File: config.mk
export PLATFORM = sky130hd
export DESIGN_NAME = grav_div_cell
export DESIGN_NICKNAME = d
export VERILOG_FILES = /design/src/design/grav_pkg.sv /design/src/design/grav_div_cell.sv
export SDC_FILE = /design/constraint.sdc
export NUM_CORES = 1
export LEC_CHECK = 0
export BUFFER_PORTS_ARGS = -buffer_cell sky130_fd_sc_hd__buf_2
export CORE_AREA = 2 2 463 465
export DETAILED_ROUTE_END_ITERATION = 10
export DIE_AREA = 0 0 465 467
export HOLD_SLACK_MARGIN = 0.1
export SYNTH_ARGS = -nofsm -noshare
export SYNTH_HDL_FRONTEND = slang
export SYNTH_SLANG_ARGS = --single-unit
File: constraint.sdc
create_clock -name clk -period 9 [get_ports clk]
set_clock_uncertainty 0.2 [all_clocks]
set_input_delay 0.45 -clock clk [delete_from_list [all_inputs] [get_ports clk]]
set_output_delay 0.45 -clock clk [all_outputs]
set_load 0.02 [all_outputs]
File: src/design/grav_pkg.sv
`default_nettype none
package grav_pkg;

  localparam int POS_W  = 32;
  localparam int ABS_W  = 32;
  localparam int SQ_W   = 64;
  localparam int REM_W  = 66;
  localparam int ROOT_W = 34;
  localparam int D_W    = 33;
  localparam int DD_W   = 66;
  localparam int D3_W   = 99;
  localparam int DR_W   = 100;
  localparam int FAC_W  = 64;

  localparam logic [31:0] MAG_POS_LIM = 32'h7fff_ffff;
  localparam logic [31:0] MAG_NEG_LIM = 32'h8000_0000;

  typedef struct packed {
    logic signed [31:0] a_x;
    logic signed [31:0] a_y;
    logic signed [31:0] b_x;
    logic signed [31:0] b_y;
    logic [31:0]        a_mass;
    logic [31:0]        b_mass;
    logic [31:0]        a_pull_gain;
    logic [31:0]        b_pull_gain;
  } item_t;

  typedef struct packed {
    logic signed [31:0] a_vel_dx;
    logic signed [31:0] a_vel_dy;
    logic signed [31:0] b_vel_dx;
    logic signed [31:0] b_vel_dy;
    logic signed [31:0] a_force_dx;
    logic signed [31:0] a_force_dy;
    logic signed [31:0] b_force_dx;
    logic signed [31:0] b_force_dy;
    logic               coincident;
    logic               saturated;
  } result_t;

  // per-item side data that rides along the pipeline
  typedef struct packed {
    logic              valid;
    logic              coin;
    logic              neg_x;
    logic              neg_y;
    logic [ABS_W-1:0]  ax;
    logic [ABS_W-1:0]  ay;
    logic [31:0]       a_mass;
    logic [31:0]       b_mass;
    logic [31:0]       a_gain;
    logic [31:0]       b_gain;
  } ctx_t;

endpackage
`default_nettype wire

File: src/design/grav_div_cell.sv
`default_nettype none
module grav_div_cell #(
  parameter int QW = 49
) (
  input  wire logic                      clk,
  input  wire logic                      rst,
  input  wire logic [grav_pkg::D3_W-1:0] d3_in,
  input  wire logic [grav_pkg::DR_W-1:0] rx_in,
  input  wire logic [grav_pkg::DR_W-1:0] ry_in,
  input  wire logic                      bx_in,
  input  wire logic                      by_in,
  input  wire logic [QW-1:0]             qx_in,
  input  wire logic [QW-1:0]             qy_in,
  input  wire grav_pkg::ctx_t            ctx_in,
  output logic [grav_pkg::D3_W-1:0]      d3_out,
  output logic [grav_pkg::DR_W-1:0]      rx_out,
  output logic [grav_pkg::DR_W-1:0]      ry_out,
  output logic [QW-1:0]                  qx_out,
  output logic [QW-1:0]                  qy_out,
  output grav_pkg::ctx_t                 ctx_out
);
  import grav_pkg::*;

  logic [DR_W-1:0] tx;
  logic [DR_W-1:0] ty;
  logic [DR_W-1:0] den;
  logic            gx;
  logic            gy;

  always_comb begin
    den = DR_W'(d3_in);
    tx  = {rx_in[DR_W-2:0], bx_in};
    ty  = {ry_in[DR_W-2:0], by_in};
    gx  = (tx >= den);
    gy  = (ty >= den);
  end

  always_ff @(posedge clk) begin
    if (rst) begin
      ctx_out <= '0;
    end else begin
      ctx_out <= ctx_in;
    end
    d3_out  <= d3_in;
    rx_out  <= gx ? (tx - den) : tx;
    ry_out  <= gy ? (ty - den) : ty;
    qx_out  <= {qx_in[QW-2:0], gx};
    qy_out  <= {qy_in[QW-2:0], gy};
  end

endmodule
`default_nettype wire

==> results of run 1 <==
[metrics by stage]
stage / total power [mW] / utilization [%] / cell area (µm²)
2_1_floorplan: 4.455 / - / 28220
3_5_place_dp: 5.615 / 17.59 / 37240
5_1_grt: 9.356 / 22.20 / 47000
3_3_place_gp: 5.624 / 17.59 / 37240
4_1_cts: 9.065 / 22.19 / 46970
6_report: 8.938 / 22.21 / 47010
[flip-flops by register name, indices dropped and copies added (netlist names)]
signal / cells
ctx_out: 196
d3_out: 99
qx_out: 49
qy_out: 49
rx_out: 100
ry_out: 100
[worst max-delay path, delay by kind of cell]
kind,cells,cell delay [ns]
AO/OA/AOI/OAI,7,2.46
AND/OR/NAND/NOR,2,0.46
adder cells (fa/ha/maj),1,0.55
buffers and inverters,6,2.21
[cell usage after synthesis (all sizes together) (60+ instances only)]
cell      n
a21o     77
a21oi   444
clkbuf  125
dfxtp   593
ha      198
inv     156
nand2   225
nand4    94
nor2    311
nor2b   216
o21ai   164
o21bai   60
xnor2   109
xor2     81
[cell type report]
class                           count  area share, %
Timing Repair Buffer             1934          28.47
Inverter                          156          1.256
Clock inverter                     35         0.9689
Antenna cell                       14        0.07453
Clock buffer                       97          4.336
Multi-Input combinational cell   2366          32.13
Sequential cell                   593          25.25
Tap cell                         2821          7.509
[kinds of logic after synthesis]
kind of cell               count (synthesis)
adders and majority gates                200
muxes                                     20
and+or+nand+nor                         1032
DFF                                      593
buffers and inverters                    327
xor gates and xnor gates                 190
AOI/OAI and AO/OA                        924
[worst paths after layout]
check | startpoint | end | slack (ns) | cells past startpoint
worst max-delay path | d3_in[35] | rx_out[0]$_DFF_P_ | 3.24 | 16
worst min-delay path | d3_in[51] | d3_out[51]$_DFF_P_ | 0.20 | 2
[cells in the final DEF (no fill, tap or decap), types with 74 or more instances in the layout]
| cell | count |
|---|---|
| buf_2 | 1184 |
| dlygate4sd3_1 | 723 |
| dfxtp_1 | 593 |
| a21oi_1 | 442 |
| nor2_1 | 310 |
| nand2_1 | 224 |
| nor2b_1 | 216 |
| ha_1 | 198 |
| o21ai_0 | 157 |
| inv_1 | 155 |
| xnor2_1 | 109 |
| nand4_1 | 94 |
| xor2_1 | 81 |
| a21o_1 | 77 |
| clkbuf_16 | 74 |
[power breakdown]
group | switching (mW) | internal, mW | total [mW] | leakage, nW
clock network | 1.34 | 1.78 | 3.11 | 1.20
registers | 0.110 | 2.93 | 3.04 | 4.98
logic | 1.78 | 1.00 | 2.78 | 14.9
[metal layers]
layer  vias up  global-route usage, %
met5         -                      0
met4        22                  8.097
met3       344                  3.489
met2      1350                  32.23
met1     15270                  16.84
li1      15100                      -
[repair_timing]
action / CTS / global route
setup endpoints to repair: 0 / 0
endpoints found under the hold margin: 591 / 0
hold buffers: 723 / 0
==> flow_summary.ini, run 1 <==
[place]
dp_hpwl_mm = 156.4
pre_cts_slack_ns = 3.121
io_buffers = 1185
post-place-cells = 7147
gp_congestion = 0.9248

[timing]
slew_violations = 0
tightest_slew_ns = 1.402
clock.fmax_mhz = 173.5
hold_violations = 0
setup_slack_ns = 3.237
setup_violations = 0
post-route-period-util_pct = 64.04
rsz0062_at_grt = no
hold_ws_ns = 0.1994
tns_ns = 0
period_needed_ns = 5.763
slew_headroom_pct = 5.671

[floorplan]
core_area_mm2 = 0.2117
io_pins = 1190
start_util_pct = 13.33
die_width_um = 465
die_area_mm2 = 0.2172
fp.dieH_um = 467
row_count = 169

[setup_path]
worstPathCellList = dlygate4sd3_1 > buf_2 > inv_1 > ha_1 > a21oi_1 > o21ai_0 > a211oi_1 > o21ai_2 > buf_4 > o2111a_1 > o21ai_0 > nand3_4 > nor2_1 > dlygate4sd3_1 > a21oi_1 > dlygate4sd3_1
required_ns = 9.40
cp_slowest_stage_delay_ns = 0.80
path_common_cell = dlygate4sd3_1
crit_path_end_kind = flip-flop
crit_slowest_cell = a21oi_1
crit_type = in -> reg
cp-start-kind = input port
worstPathArrival_ns = 6.16
cp_max_fo = 8

[yosys]
synth_cells = 3286
synth-xor-area-share_pct = 5.897
yosys-top-cells-area = dfxtp_1 42%, ha_1 8.8%, a21oi_1 7.8%
synth-compound-area-share_pct = 19.77
synth_area_leader_cell = dfxtp_1
synth_mux_area_share_pct = 0.7892
synth_fa_ha_area_share_pct = 8.921
ys_warn_count = 0
syn-cell-area_mm2 = 0.02822
synth_edf_count = 0
avgSynthCellArea_um2 = 8.588
synth_seq_cells = 593
synth_top_area_share_pct = 42.07
synth.net_count = 4083
ys_types = 86
synth-main-ff-cell = dfxtp_1
synth_top_family_by_area = compound AO/OA/AOI/OAI gates
synthArstFlopShare_pct = 0
yosys.area_share.simple_pct = 18.00
seq_area_frac_synth_pct = 42.07

[final_layout]
drive_above_1_share_pct = 26.77
ff_latch_area_mm2 = 0.01187
final_cell_count_no_fill = 8016
final_nets = 5922
area_growth_syn_to_layout_pct = 66.58
multi_input_area_mm2 = 0.01511
fillCellCount = 22990

[routing]
routed_wl_mm = 190.2
post_drt_wl_per_cell_um = 23.72
drt_iter0_drc = 1678
first_pass_iters = 6
m1WireLength_mm = 68.18
dr_wl_met3_mm = 10.80
dr_wl_met2_mm = 101.1
ant_nets = 0
routed.top_layer = met5
num_vias = 32090
drcViolationCount = 0
via_per_inst = 4.003

[hold_path]
hold_class = in -> reg

[grt]
grt_overflow = 0
grtUsageTotal_pct = 16.69
grt_max_degree = 115
grt_antenna_before_repair = 41
grt_pass1_vias = 33130
grt_pass1_wl_mm = 254.1

[cts]
cts_buffers = 74
cts_buffer_depth = 3
cts_root_buf = clkbuf_16
cts_setup_buffers = 0
cts_max_level = 3
cts_resized = 0
cts_tree = yes
clk_pin_slew_ns = 0.07
clock_sinks = 593

[power_and_ir_drop]
peakVddDrop_uv = 155.9
cellLeakagePower_nw = 21.10
powerDensity_mw_per_mm2 = 190.1

[job]
max_cap_viol_count = 0

[outcome]
status = finished, final reports clean
No activity file was read; power rests on OpenSTA's default activity.
==> inputs of run 2 (changes only) <==
Clock period 9 ns to 6 ns, I/O delays scaled along.
==> flow_summary.ini, run 2 (same netlist as run 1, synthesis figures left out) <==
[routing]
num_vias = 33540
via_per_inst = 4.039
drcViolationCount = 0
first_pass_iters = 5
ant_nets = 0
drt_iter0_drc = 1719
routed_wl_mm = 197.3
post_drt_wl_per_cell_um = 23.77

[setup_path]
cp_max_fo = 4
worstPathCellList = dlygate4sd3_1 > buf_2 > inv_1 > ha_1 > fa_1 > nand2b_1 > a21oi_1 > o211ai_1 > a2111oi_0 > o21ai_0 > buf_4 > a21oi_1 > nor2_2 > o41ai_4 > a31oi_1 > xor2_1 > a21oi_1 > dlygate4sd3_1
cp-start-kind = input port
crit_type = in -> reg
path_common_cell = a21oi_1
crit_path_end_kind = flip-flop
required_ns = 6.38
worstPathArrival_ns = 5.73
crit_slowest_cell = a2111oi_0
cp_slowest_stage_delay_ns = 0.78

[cts]
clock_sinks = 593
cts_resized = 0
cts_setup_buffers = 0
cts_max_level = 3
cts_buffers = 77
cts_tree = yes
cts_buffer_depth = 3
cts_root_buf = clkbuf_16
clk_pin_slew_ns = 0.06

[final_layout]
area_growth_syn_to_layout_pct = 76.48
final_nets = 6188
layout_common_cells = 1184 x buf_2, 931 x dlygate4sd3_1, 593 x dfxtp_1, 442 x a21oi_1, 310 x nor2_1
drive_above_1_share_pct = 26.72
regMostFlops = ctx_out
fin_area_mm2 = 0.04980
final_common_cell = buf_2
largest_reg_flops = 196
reg_top3 = ctx_out (196), rx_out (100), ry_out (100)

[floorplan]
row_count = 169
die_area_mm2 = 0.2172
io_pins = 1190
die_width_um = 465
fp.dieH_um = 467
core_area_mm2 = 0.2117
start_util_pct = 13.33

[power_and_ir_drop]
p_sw_mw = 5.066
p_seq_share_pct = 32.6
power.internal_mw = 8.916
peakVddDrop_uv = 230.7
clkPwrFrac_pct = 35.6
switching_share_pct = 36.23
total_power_mw = 13.98
powerDensity_mw_per_mm2 = 280.7
comb_power_share_pct = 31.8
cellLeakagePower_nw = 22.35

[timing]
post-route-period-util_pct = 89.13
rsz0062_at_grt = no
slew_violations = 0
clock.fmax_mhz = 187.0
tns_ns = 0
hold_violations = 0
slew_headroom_pct = 31.45
tightest_slew_ns = 1.019
period_needed_ns = 5.348
setup_slack_ns = 0.6525
setup_violations = 0

[hold_path]
hold_class = in -> reg
hold_depth = 2

[place]
place_area_mm2 = 0.03772
io_buffers = 1185
pre_cts_slack_ns = 0.8123
dp_hpwl_mm = 158.7
gp_congestion = 0.9177

[outcome]
status = finished, final reports clean

[grt]
grt_pass1_wl_mm = 266.1
grt_pass1_vias = 34970
grtUsageTotal_pct = 17.37
grt_antenna_before_repair = 56
grt_overflow = 0
grt_max_degree = 105

[job]
max_cap_viol_count = 0
run 2: cell count changes in the layout (fill, tap and decap cells not counted), moves of 5 or more:
cell and delta:
dlygate4sd3_1 +208, buf_4 +50, diode_2 +14, clkbuf_1 -6, buf_12 +5
run 2: area by class of cell:
type | instances | area [µm²]
flip-flops and latches | 593 | 11870
diodes | 28 | 70.07
fillers | 22770 | 161900
clock buffers | 95 | 2116
multi-input cells | 2366 | 15110
clock inverters | 46 | 579.3
repair buffers | 2197 | 15940
inverters | 156 | 590.6
well taps | 2821 | 3530
run 2: worst paths after layout:
| kind | from | end | slack [ns] |
|---|---|---|---|
| max | bx_in | rx_out[98]$_DFF_P_ | 0.65 |
| min | qx_in[13] | qx_out[14]$_DFF_P_ | 0.17 |
run 2: per-layer routing:
metal | vias to the layer above | routed length, µm | track usage [%]
met5 | - | 141 | 0
met4 | 24 | 13430 | 10.33
met3 | 407 | 11370 | 3.846
met2 | 1428 | 101800 | 32.50
met1 | 16030 | 70590 | 17.53
li1 | 15650 | - | -
run 2: worst max-delay path, delay by kind of cell:
kind	cells	cell delay [ns]
AO/OA/AOI/OAI	8	2.52
XOR/XNOR	1	0.18
adder cells (fa/ha/maj)	2	0.68
buffers and inverters	5	1.62
AND/OR/NAND/NOR	2	0.40
run 2: repair_timing:
action	in CTS	in global routing
hold buffers	931	0
hold endpoints to repair	591	0
setup endpoints to repair	0	0
run 2: power by group through the flow:
stage | logic [mW] | registers, mW | clock network, mW
2_1_floorplan | 1.51 | 5.18 | 0
3_3_place_gp | 3.90 | 4.64 | 0
3_5_place_dp | 3.89 | 4.64 | 0
4_1_cts | 4.44 | 4.56 | 5.15
5_1_grt | 4.74 | 4.59 | 5.31
6_report | 4.44 | 4.56 | 4.98
run 2: metrics by stage:
| stage | hold slack [ns] | cells | util, % |
|---|---|---|---|
| after global routing | 0.1413 | 8289 | 23.51 |
| after floorplan | 0.1277 | 3286 | - |
| after CTS | 0.1000 | 8274 | 23.50 |
| after detailed placement | 0.2036 | 7202 | 17.82 |
| final | 0.1689 | 8302 | 23.53 |
| after global placement | 0.2021 | 7202 | 17.82 |
