## src/design/grav_pkg.sv

```systemverilog
`default_nettype none
package grav_pkg;

  localparam int POS_W  = 32;
  localparam int ABS_W  = 32;
  localparam int SQ_W   = 64;
  localparam int REM_W  = 66;
  localparam int ROOT_W = 34;
  localparam int D_W    = 33;
  localparam int DD_W   = 66;
  localparam int D3_W   = 99;
  localparam int DR_W   = 100;
  localparam int FAC_W  = 64;

  localparam logic [31:0] MAG_POS_LIM = 32'h7fff_ffff;
  localparam logic [31:0] MAG_NEG_LIM = 32'h8000_0000;

  typedef struct packed {
    logic signed [31:0] a_x;
    logic signed [31:0] a_y;
    logic signed [31:0] b_x;
    logic signed [31:0] b_y;
    logic [31:0]        a_mass;
    logic [31:0]        b_mass;
    logic [31:0]        a_pull_gain;
    logic [31:0]        b_pull_gain;
  } item_t;

  typedef struct packed {
    logic signed [31:0] a_vel_dx;
    logic signed [31:0] a_vel_dy;
    logic signed [31:0] b_vel_dx;
    logic signed [31:0] b_vel_dy;
    logic signed [31:0] a_force_dx;
    logic signed [31:0] a_force_dy;
    logic signed [31:0] b_force_dx;
    logic signed [31:0] b_force_dy;
    logic               coincident;
    logic               saturated;
  } result_t;

  // per-item side data that rides along the pipeline
  typedef struct packed {
    logic              valid;
    logic              coin;
    logic              neg_x;
    logic              neg_y;
    logic [ABS_W-1:0]  ax;
    logic [ABS_W-1:0]  ay;
    logic [31:0]       a_mass;
    logic [31:0]       b_mass;
    logic [31:0]       a_gain;
    logic [31:0]       b_gain;
  } ctx_t;

endpackage
`default_nettype wire

```

## src/design/grav_sqrt_cell.sv

```systemverilog
`default_nettype none
module grav_sqrt_cell #(
  parameter int BIT = 0
) (
  input  wire logic                        clk,
  input  wire logic                        rst,
  input  wire logic [grav_pkg::REM_W-1:0]  rem_in,
  input  wire logic [grav_pkg::ROOT_W-1:0] root_in,
  input  wire grav_pkg::ctx_t              ctx_in,
  output logic [grav_pkg::REM_W-1:0]       rem_out,
  output logic [grav_pkg::ROOT_W-1:0]      root_out,
  output grav_pkg::ctx_t                   ctx_out
);
  import grav_pkg::*;

  localparam int TW = REM_W + 4;

  logic [TW-1:0] trial;
  logic [TW-1:0] rem_ext;
  logic          fits;

  // (root + 2^b)^2 - root^2 = root * 2^(b+1) + 2^(2b)
  always_comb begin
    rem_ext = TW'(rem_in);
    trial   = (TW'(root_in) << (BIT + 1)) | (TW'(1) << (2 * BIT));
    fits    = (trial <= rem_ext);
  end

  always_ff @(posedge clk) begin
    if (rst) begin
      ctx_out <= '0;
    end else begin
      ctx_out <= ctx_in;
    end
    if (fits) begin
      rem_out  <= REM_W'(rem_ext - trial);
      root_out <= root_in | (ROOT_W'(1) << BIT);
    end else begin
      rem_out  <= rem_in;
      root_out <= root_in;
    end
  end

endmodule
`default_nettype wire

```

## config.mk

```make
export PLATFORM = sky130hd
export DESIGN_NAME = grav_sqrt_cell
export DESIGN_NICKNAME = d
export VERILOG_FILES = /design/src/design/grav_pkg.sv /design/src/design/grav_sqrt_cell.sv
export SDC_FILE = /design/constraint.sdc
export NUM_CORES = 1
export LEC_CHECK = 0
export BUFFER_PORTS_ARGS = -buffer_cell sky130_fd_sc_hd__buf_4
export CAP_MARGIN = 15
export CORE_AREA = 4 4 232 234
export DETAILED_ROUTE_END_ITERATION = 8
export DIE_AREA = 0 0 236 238
export SETUP_SLACK_MARGIN = 0.1
export SLEW_MARGIN = 20
export SYNTH_ARGS = -nofsm -noshare
export SYNTH_HDL_FRONTEND = slang
export SYNTH_SLANG_ARGS = --single-unit
```

## constraint.sdc

```tcl
create_clock -name clk -period 2.45 [get_ports clk]
set_input_delay 0 -clock clk [delete_from_list [all_inputs] [get_ports clk]]
set_output_delay 0 -clock clk [all_outputs]
set_load 0.01 [all_outputs]
```

==> reports/qor.csv, run 1 <==
stage;metric;value;unit
cells_and_area;final_cells;2848;
worst_hold_path;hold_class;input pin to flip-flop;
worst_setup_path;crit_path_end_kind;flip-flop;
synth;synth_cells;1050;
cts;clock_sinks;296;
worst_setup_path;arrival;2.71;ns
run_status;violations;negative hold slack;
drt;drc_errors;0;
synth;synthAdderAreaFrac;0.0428;
grt;grt_pass1_wl;79100;um
die;dieArea;56200;um2
placed_design;portBuffers;593;
die;ioPinCount;594;
die;core_area;52000;um2
synth;ys_warn_count;0;
synth;ys_top_cells_by_area;dfxtp_1, nor2b_1, xnor2_1;
die;start_util;0.205;
synth;ys_seq_area_frac;0.554;
worst_hold_path;hp-start;rem_in[1];
cts;clk_pin_slew;0.06;ns
flow_run;max-cap-violations;0;
synth;synth_seq_cells;296;
cells_and_area;num-nets-final;2458;
power;finalPower;0.0143;W
worst_setup_path;required;2.88;ns
sta;max_freq;438;MHz
placed_design;place_inst;2393;
drt;drtIter0Drc;388;
synth;synthDistinctLibCells;65;
synth;synth_ff_type;dfxtp_1;
synth;synthXorXnorAreaFrac;0.0524;
worst_setup_path;critPathKind;input pin to flip-flop;
die;core.rowCount;84;
worst_setup_path;startpoint_type;input pin;
cts;cts_made_buffers;38;
sta;setup_viol;0;
cts;cts-root-buf;clkbuf_16;
sta;min_period;2.28;ns
cells_and_area;fin_util;0.423;
grt;antenna_found_initial;5;
grt;grt_max_degree;74;
cells_and_area;layout-drive-gt1-share;0.378;
die;die_w;236;um
synth;synth_area;10700;um2
grt;grt_overflow;0;
power;p_leak;10.2;nW
synth;yosys.area.top_type_share;0.554;
cts;max-clock-path-buffers;3;
placed_design;hpwlAfterDp;39900;um
sta;fin_hold_ws;-0.262;ns
sta;finalHoldViolCount;1;
sta;rsz0062_at_grt;true;
worst_hold_path;hold_depth;3;
run_status;status;finished, violations left;
drt;drt_pass1_iterations;5;
synth;synth_top_family_by_area;simple AND/OR/NAND/NOR gates;
drt;vias_per_cell;4.12;
synth;muxShareOfSynthArea;0.00550;
synth;synth_fp_nets;1384;
sta;min_period_over_period;0.931;
cts;cts_htree_levels;2;
synth;synth-simple-area-share;0.216;
synth;avgSynthCellArea;10.2;um2
sta;max-slew-margin-rel;0.578;
sta;maxSlewViolCount;0;
grt;grt_pass1_vias;12800;
placed_design;post_dp_cell_area;16700;um2
grt;grt.total_usage;0.183;
sta;tightest_slew;0.633;ns
drt;wl_per_cell;19.2;um
drt;vias;11700;
cells_and_area;syn2layout_area_growth;106;%
synth;synth_edf_count;0;
worst_setup_path;critPathMaxFanout;8;
cells_and_area;final_area;22000;um2
power;pwr_density_cell;648;nW/um2
synth;synth_largest_area_cell;dfxtp_1;
synth;synth-async-reset-ratio;0;
drt;routed_wl;54700;um
die;die_y;238;um
synth;synth_compound_area_frac;0.0931;
power;ir_drop;0.489;mV
placed_design;place.gp.congestion;0.937;
cts;tritoncts;done;
drt;final_antenna_net_count;0;
worst_hold_path;hold_path_end;rem_out[1]$_DFF_P_;
cells_and_area;final.fill_count;4837;
how the worst max path moves through the flow:
stage	start	endpoint
CTS	root_in[15]	rem_out[6]$_DFF_P_
detailed placement	rem_in[13]	rem_out[24]$_DFF_P_
floorplan	root_in[9]	rem_out[41]$_DFF_P_
global placement	rem_in[13]	rem_out[24]$_DFF_P_
global route	rem_in[22]	rem_out[50]$_DFF_P_
finish	rem_in[22]	rem_out[45]$_DFF_P_
kinds of logic after synthesis:
| family | count (synthesis) |
|---|---|
| multiplexers | 5 |
| buffers and inverters | 93 |
| flip-flops | 296 |
| XOR/XNOR | 64 |
| AND/OR/NAND/NOR | 401 |
| AO/OA/AOI/OAI | 155 |
| adder cells (fa/ha/maj) | 36 |
report_power, final:
part | switching, W | total [W] | internal (W) | leakage [nW]
logic | 0.00131 | 0.00300 | 0.00169 | 7.06
clock network | 0.00230 | 0.00595 | 0.00365 | 0.664
registers | 0.000130 | 0.00531 | 0.00518 | 2.48
worst max-delay path, stage by stage:
cell and delay [ns]:
dlygate4sd3_1 0.55, buf_4 0.15, ha_1 0.31, a21o_1 0.23, a21oi_2 0.19, o21ai_0 0.10
a21o_1 0.20, a41o_4 0.28, a21oi_4 0.24, buf_12 0.16, nand4_1 0.11, xnor2_1 0.18
cell usage after synthesis, types with 7 or more instances:
cell type  count
a21o_1        18
a21oi_1       65
and2_1         9
clkbuf_1      37
dfxtp_1      296
ha_1          35
inv_1         45
nand2_1       35
nand3_1       21
nand4_1       21
nor2_1        63
nor2b_1      197
nor3_1        12
nor4_1         7
o21ai_0       20
xnor2_1       52
xor2_1        12
stage by stage:
stage	setup WS (ns)	TNS [ns]
after CTS	0.108	0
after floorplan	0.108	0
after global routing	0.0850	0
after detailed placement	-0.212	-6.00
final	0.168	0
after global placement	-0.193	-4.04
flip-flops by register name, summed over array words and instances (netlist names):
| register | cells |
|---|---|
| ctx_out | 196 |
| rem_out | 66 |
| root_out | 34 |
placed cells by master, fill, tap and decap left out, types with 34 or more instances in the layout:
cell | synthesis | layout
a21oi_1 | 65 | 61
clkbuf_16 | 0 | 40
nand2_1 | 35 | 34
inv_1 | 45 | 45
buf_4 | 2 | 698
nor2b_1 | 197 | 197
nor2_1 | 63 | 63
xnor2_1 | 52 | 52
ha_1 | 35 | 34
dlygate4sd3_1 | 0 | 372
dfxtp_1 | 296 | 296
cell type report:
| type | instances | area [um2] | area share |
|---|---|---|---|
| antenna | 6 | 15.0 | 0.000682 |
| sequential | 296 | 5930 | 0.269 |
| inverter | 45 | 169 | 0.00768 |
| multi-input combinational | 661 | 4510 | 0.205 |
| timing repair buffer | 1082 | 9180 | 0.417 |
| clock buffer | 48 | 1070 | 0.0486 |
| tap | 688 | 861 | 0.0391 |
| clock inverter | 22 | 274 | 0.0125 |
per-layer routing:
layer | wire [um] | vias up | track usage
met4 | 3290 | 0 | 0.104
met1 | 19900 | 5482 | 0.190
met5 | 0 | - | 0
li1 | - | 5663 | -
met2 | 28000 | 472 | 0.333
met3 | 3530 | 111 | 0.0498
timing repair:
action / in CTS / in global routing
endpoints found under the hold margin: 296 / 4
hold buffers: 370 / 3
setup buffers: 0 / 3
endpoints found under the setup margin: 0 / 57
resized for setup: 0 / 33
Note: power is estimated with default switching activity, not from simulation.
==> run 2, diff against run 1 <==
--- a/config.mk
+++ b/config.mk
@@ -10,8 +10,9 @@
 export CORE_AREA = 4 4 232 234
 export DETAILED_ROUTE_END_ITERATION = 8
 export DIE_AREA = 0 0 236 238
+export HOLD_SLACK_MARGIN = 0.06
 export SETUP_SLACK_MARGIN = 0.1
-export SLEW_MARGIN = 20
+export SLEW_MARGIN = 10
 export SYNTH_ARGS = -nofsm -noshare
 export SYNTH_HDL_FRONTEND = slang
 export SYNTH_SLANG_ARGS = --single-unit
==> run 2 against run 1 <==
Against the previous run:
- the run still ends with negative hold slack left
- global-route usage about the same
- final area increased by 0.15%
- total power hardly changed
- routed wire length up 0.25%
- first-iteration DRC count fell by 4.1%
- sequential cell count is the same
- count of clock-buffer cells in the layout did not move
- critical endpoint unchanged
==> reports/qor.csv, run 2 (synthesis results as in run 1) <==
stage;metric;value;unit;change
drt;dr_wl_met3;3630;um;+2.7%
drt;vias_per_cell;4.11;;-0.25%
cells_and_area;final.fill_count;4821;;-0.33%
grt;grt_max_degree;74;;unchanged
worst_setup_path;startpoint_type;input pin;;
worst_setup_path;cp_top_family;compound AO/OA/AOI/OAI gates;;
grt;antenna_found_initial;5;;unchanged
worst_setup_path;crit_top_cell;a21o_1;;
die;core.rowCount;84;;unchanged
sta;max_freq;439;MHz;+0.27%
worst_setup_path;critPathBufInv;3;;unchanged
placed_design;hpwlAfterDp;39900;um;unchanged
drt;wl_met1;20000;um;+0.54%
drt;routed_wl;54800;um;+0.25%
sta;max-slew-margin-rel;0.581;;+0.00260
placed_design;place.gp.congestion;0.937;;unchanged
run_status;status;finished, violations left;;
worst_hold_path;hold_class;input pin to flip-flop;;
drt;dr_wl_met2;27900;um;-0.40%
cells_and_area;reg_top3;ctx_out: 196 flops, rem_out: 66 flops, root_out: 34 flops;;
worst_setup_path;critPathMaxFanout;8;;unchanged
worst_setup_path;crit_path_end_kind;flip-flop;;
grt;grt.total_usage;0.183;;about the same
sta;tightest_slew;0.629;ns;-0.00389 ns
worst_setup_path;slowest_stage;dlygate4sd3_1;;
cts;cts-root-buf;clkbuf_16;;
sta;maxSlewViolCount;0;;unchanged
sta;finalHoldViolCount;6;;+5
grt;grt_overflow;0;;unchanged
die;die_w;236;um;unchanged
drt;drc_errors;0;;unchanged
sta;rsz0062_at_grt;true;;
cts;clk_pin_slew;0.06;ns;about the same
worst_setup_path;arrival;2.70;ns;about the same
drt;drtIter0Drc;372;;-4.1%
power;pwr_density_cell;647;nW/um2;-0.20%
cts;cts_htree_levels;2;;unchanged
cells_and_area;layout_common_cells;buf_4, dlygate4sd3_1, dfxtp_1, nor2b_1, nor2_1;;
power;ir_drop;0.398;mV;-19%
drt;final_antenna_net_count;0;;unchanged
die;ioPinCount;594;;unchanged
sta;setup_viol;0;;unchanged
worst_setup_path;critPathKind;input pin to flip-flop;;
run_status;violations;negative hold slack;;
cts;max-clock-path-buffers;3;;unchanged
cells_and_area;final_common_cell;buf_4;;
sta;fin_hold_ws;-0.301;ns;-0.0392 ns
sta;min_period_over_period;0.929;;-0.00253
cells_and_area;num-nets-final;2462;;+0.16%
cts;tritoncts;done;;
drt;drt_pass1_iterations;4;;-1
grt;grt_pass1_wl;79200;um;about the same
die;start_util;0.205;;unchanged
worst_setup_path;crit_path_max_incr_delay;0.55;ns;about the same
power;p_leak;10.2;nW;about the same
worst_setup_path;critical_path.cell_chain;dlygate4sd3_1 > buf_4 > ha_1 > a21o_1 > a21oi_2 > o21ai_0 > a21o_1 > a41o_4 > a21oi_4 > buf_12 > nand4_1 > xnor2_1;;
grt;grt_pass1_vias;12800;;+0.20%
drt;highest_layer;met4;;
cts;clock_sinks;296;;unchanged
cells_and_area;regMostFlops;ctx_out;;
drt;vias;11700;;-0.11%
cells_and_area;layout-drive-gt1-share;0.377;;-0.00116
drt;wl_per_cell;19.2;um;+0.10%
placed_design;portBuffers;593;;unchanged
die;dieArea;56200;um2;unchanged
sta;min_period;2.28;ns;-0.00620 ns
worst_setup_path;required;2.88;ns;about the same
flow_run;max-cap-violations;0;;unchanged
cts;cts_made_buffers;38;;unchanged
die;core_area;52000;um2;unchanged
sta;tns;0;ns;unchanged
cells_and_area;syn2layout_area_growth;106;%;
power;finalPower;0.0143;W;about the same
die;die_y;238;um;unchanged
cells_and_area;largest_register_ffs;196;;unchanged
[run 2: power breakdown]
part           switching, W  internal, W  total (W)
clock               0.00230      0.00365    0.00595
sequential         0.000130      0.00518    0.00531
combinational       0.00131      0.00169    0.00300
[run 2: repair_timing]
action / 4_1_cts / 5_1_grt
endpoints found under the hold margin: 296 / 16
buffers inserted: 0 / 3
gates resized for setup: 0 / 32
endpoints found under the setup margin: 0 / 57
hold buffers: 367 / 10
[run 2: path summary, 6_finish.rpt]
path,slack (ns),depth (start not counted),endpoint,from
min,-0.30,2,rem_out[17]$_DFF_P_,rem_in[17]
max,0.17,12,rem_out[45]$_DFF_P_,rem_in[22]
[run 2: stage by stage]
step                      worst slack (ns)  hold WS [ns]  std cells  area [um2]   util
after detailed placement            -0.212         0.115       2393       16700  0.321
after CTS                            0.108        -0.354       2830       21700  0.417
after global placement              -0.193         0.115       2393       16700  0.321
after floorplan                      0.108        0.0277       1050       10700      -
final                                0.175        -0.301       2852       22000  0.424
after global routing                0.0842        -0.344       2849       22000  0.423
[run 2: metal layers]
metal | up-vias | GRT usage
li1 | 5668 | -
met5 | - | 0
met1 | 5472 | 0.189
met3 | 117 | 0.0511
met4 | 0 | 0.106
met2 | 458 | 0.332
[run 2: area by class of cell]
cell class | instances | area (um2) | share of cell area
inverter | 45 | 169 | 0.00766
clock inverter | 22 | 274 | 0.0124
timing repair buffer | 1086 | 9220 | 0.418
tap | 688 | 861 | 0.0391
sequential | 296 | 5930 | 0.269
antenna | 6 | 15.0 | 0.000681
multi-input combinational | 661 | 4510 | 0.204
clock buffer | 48 | 1070 | 0.0485
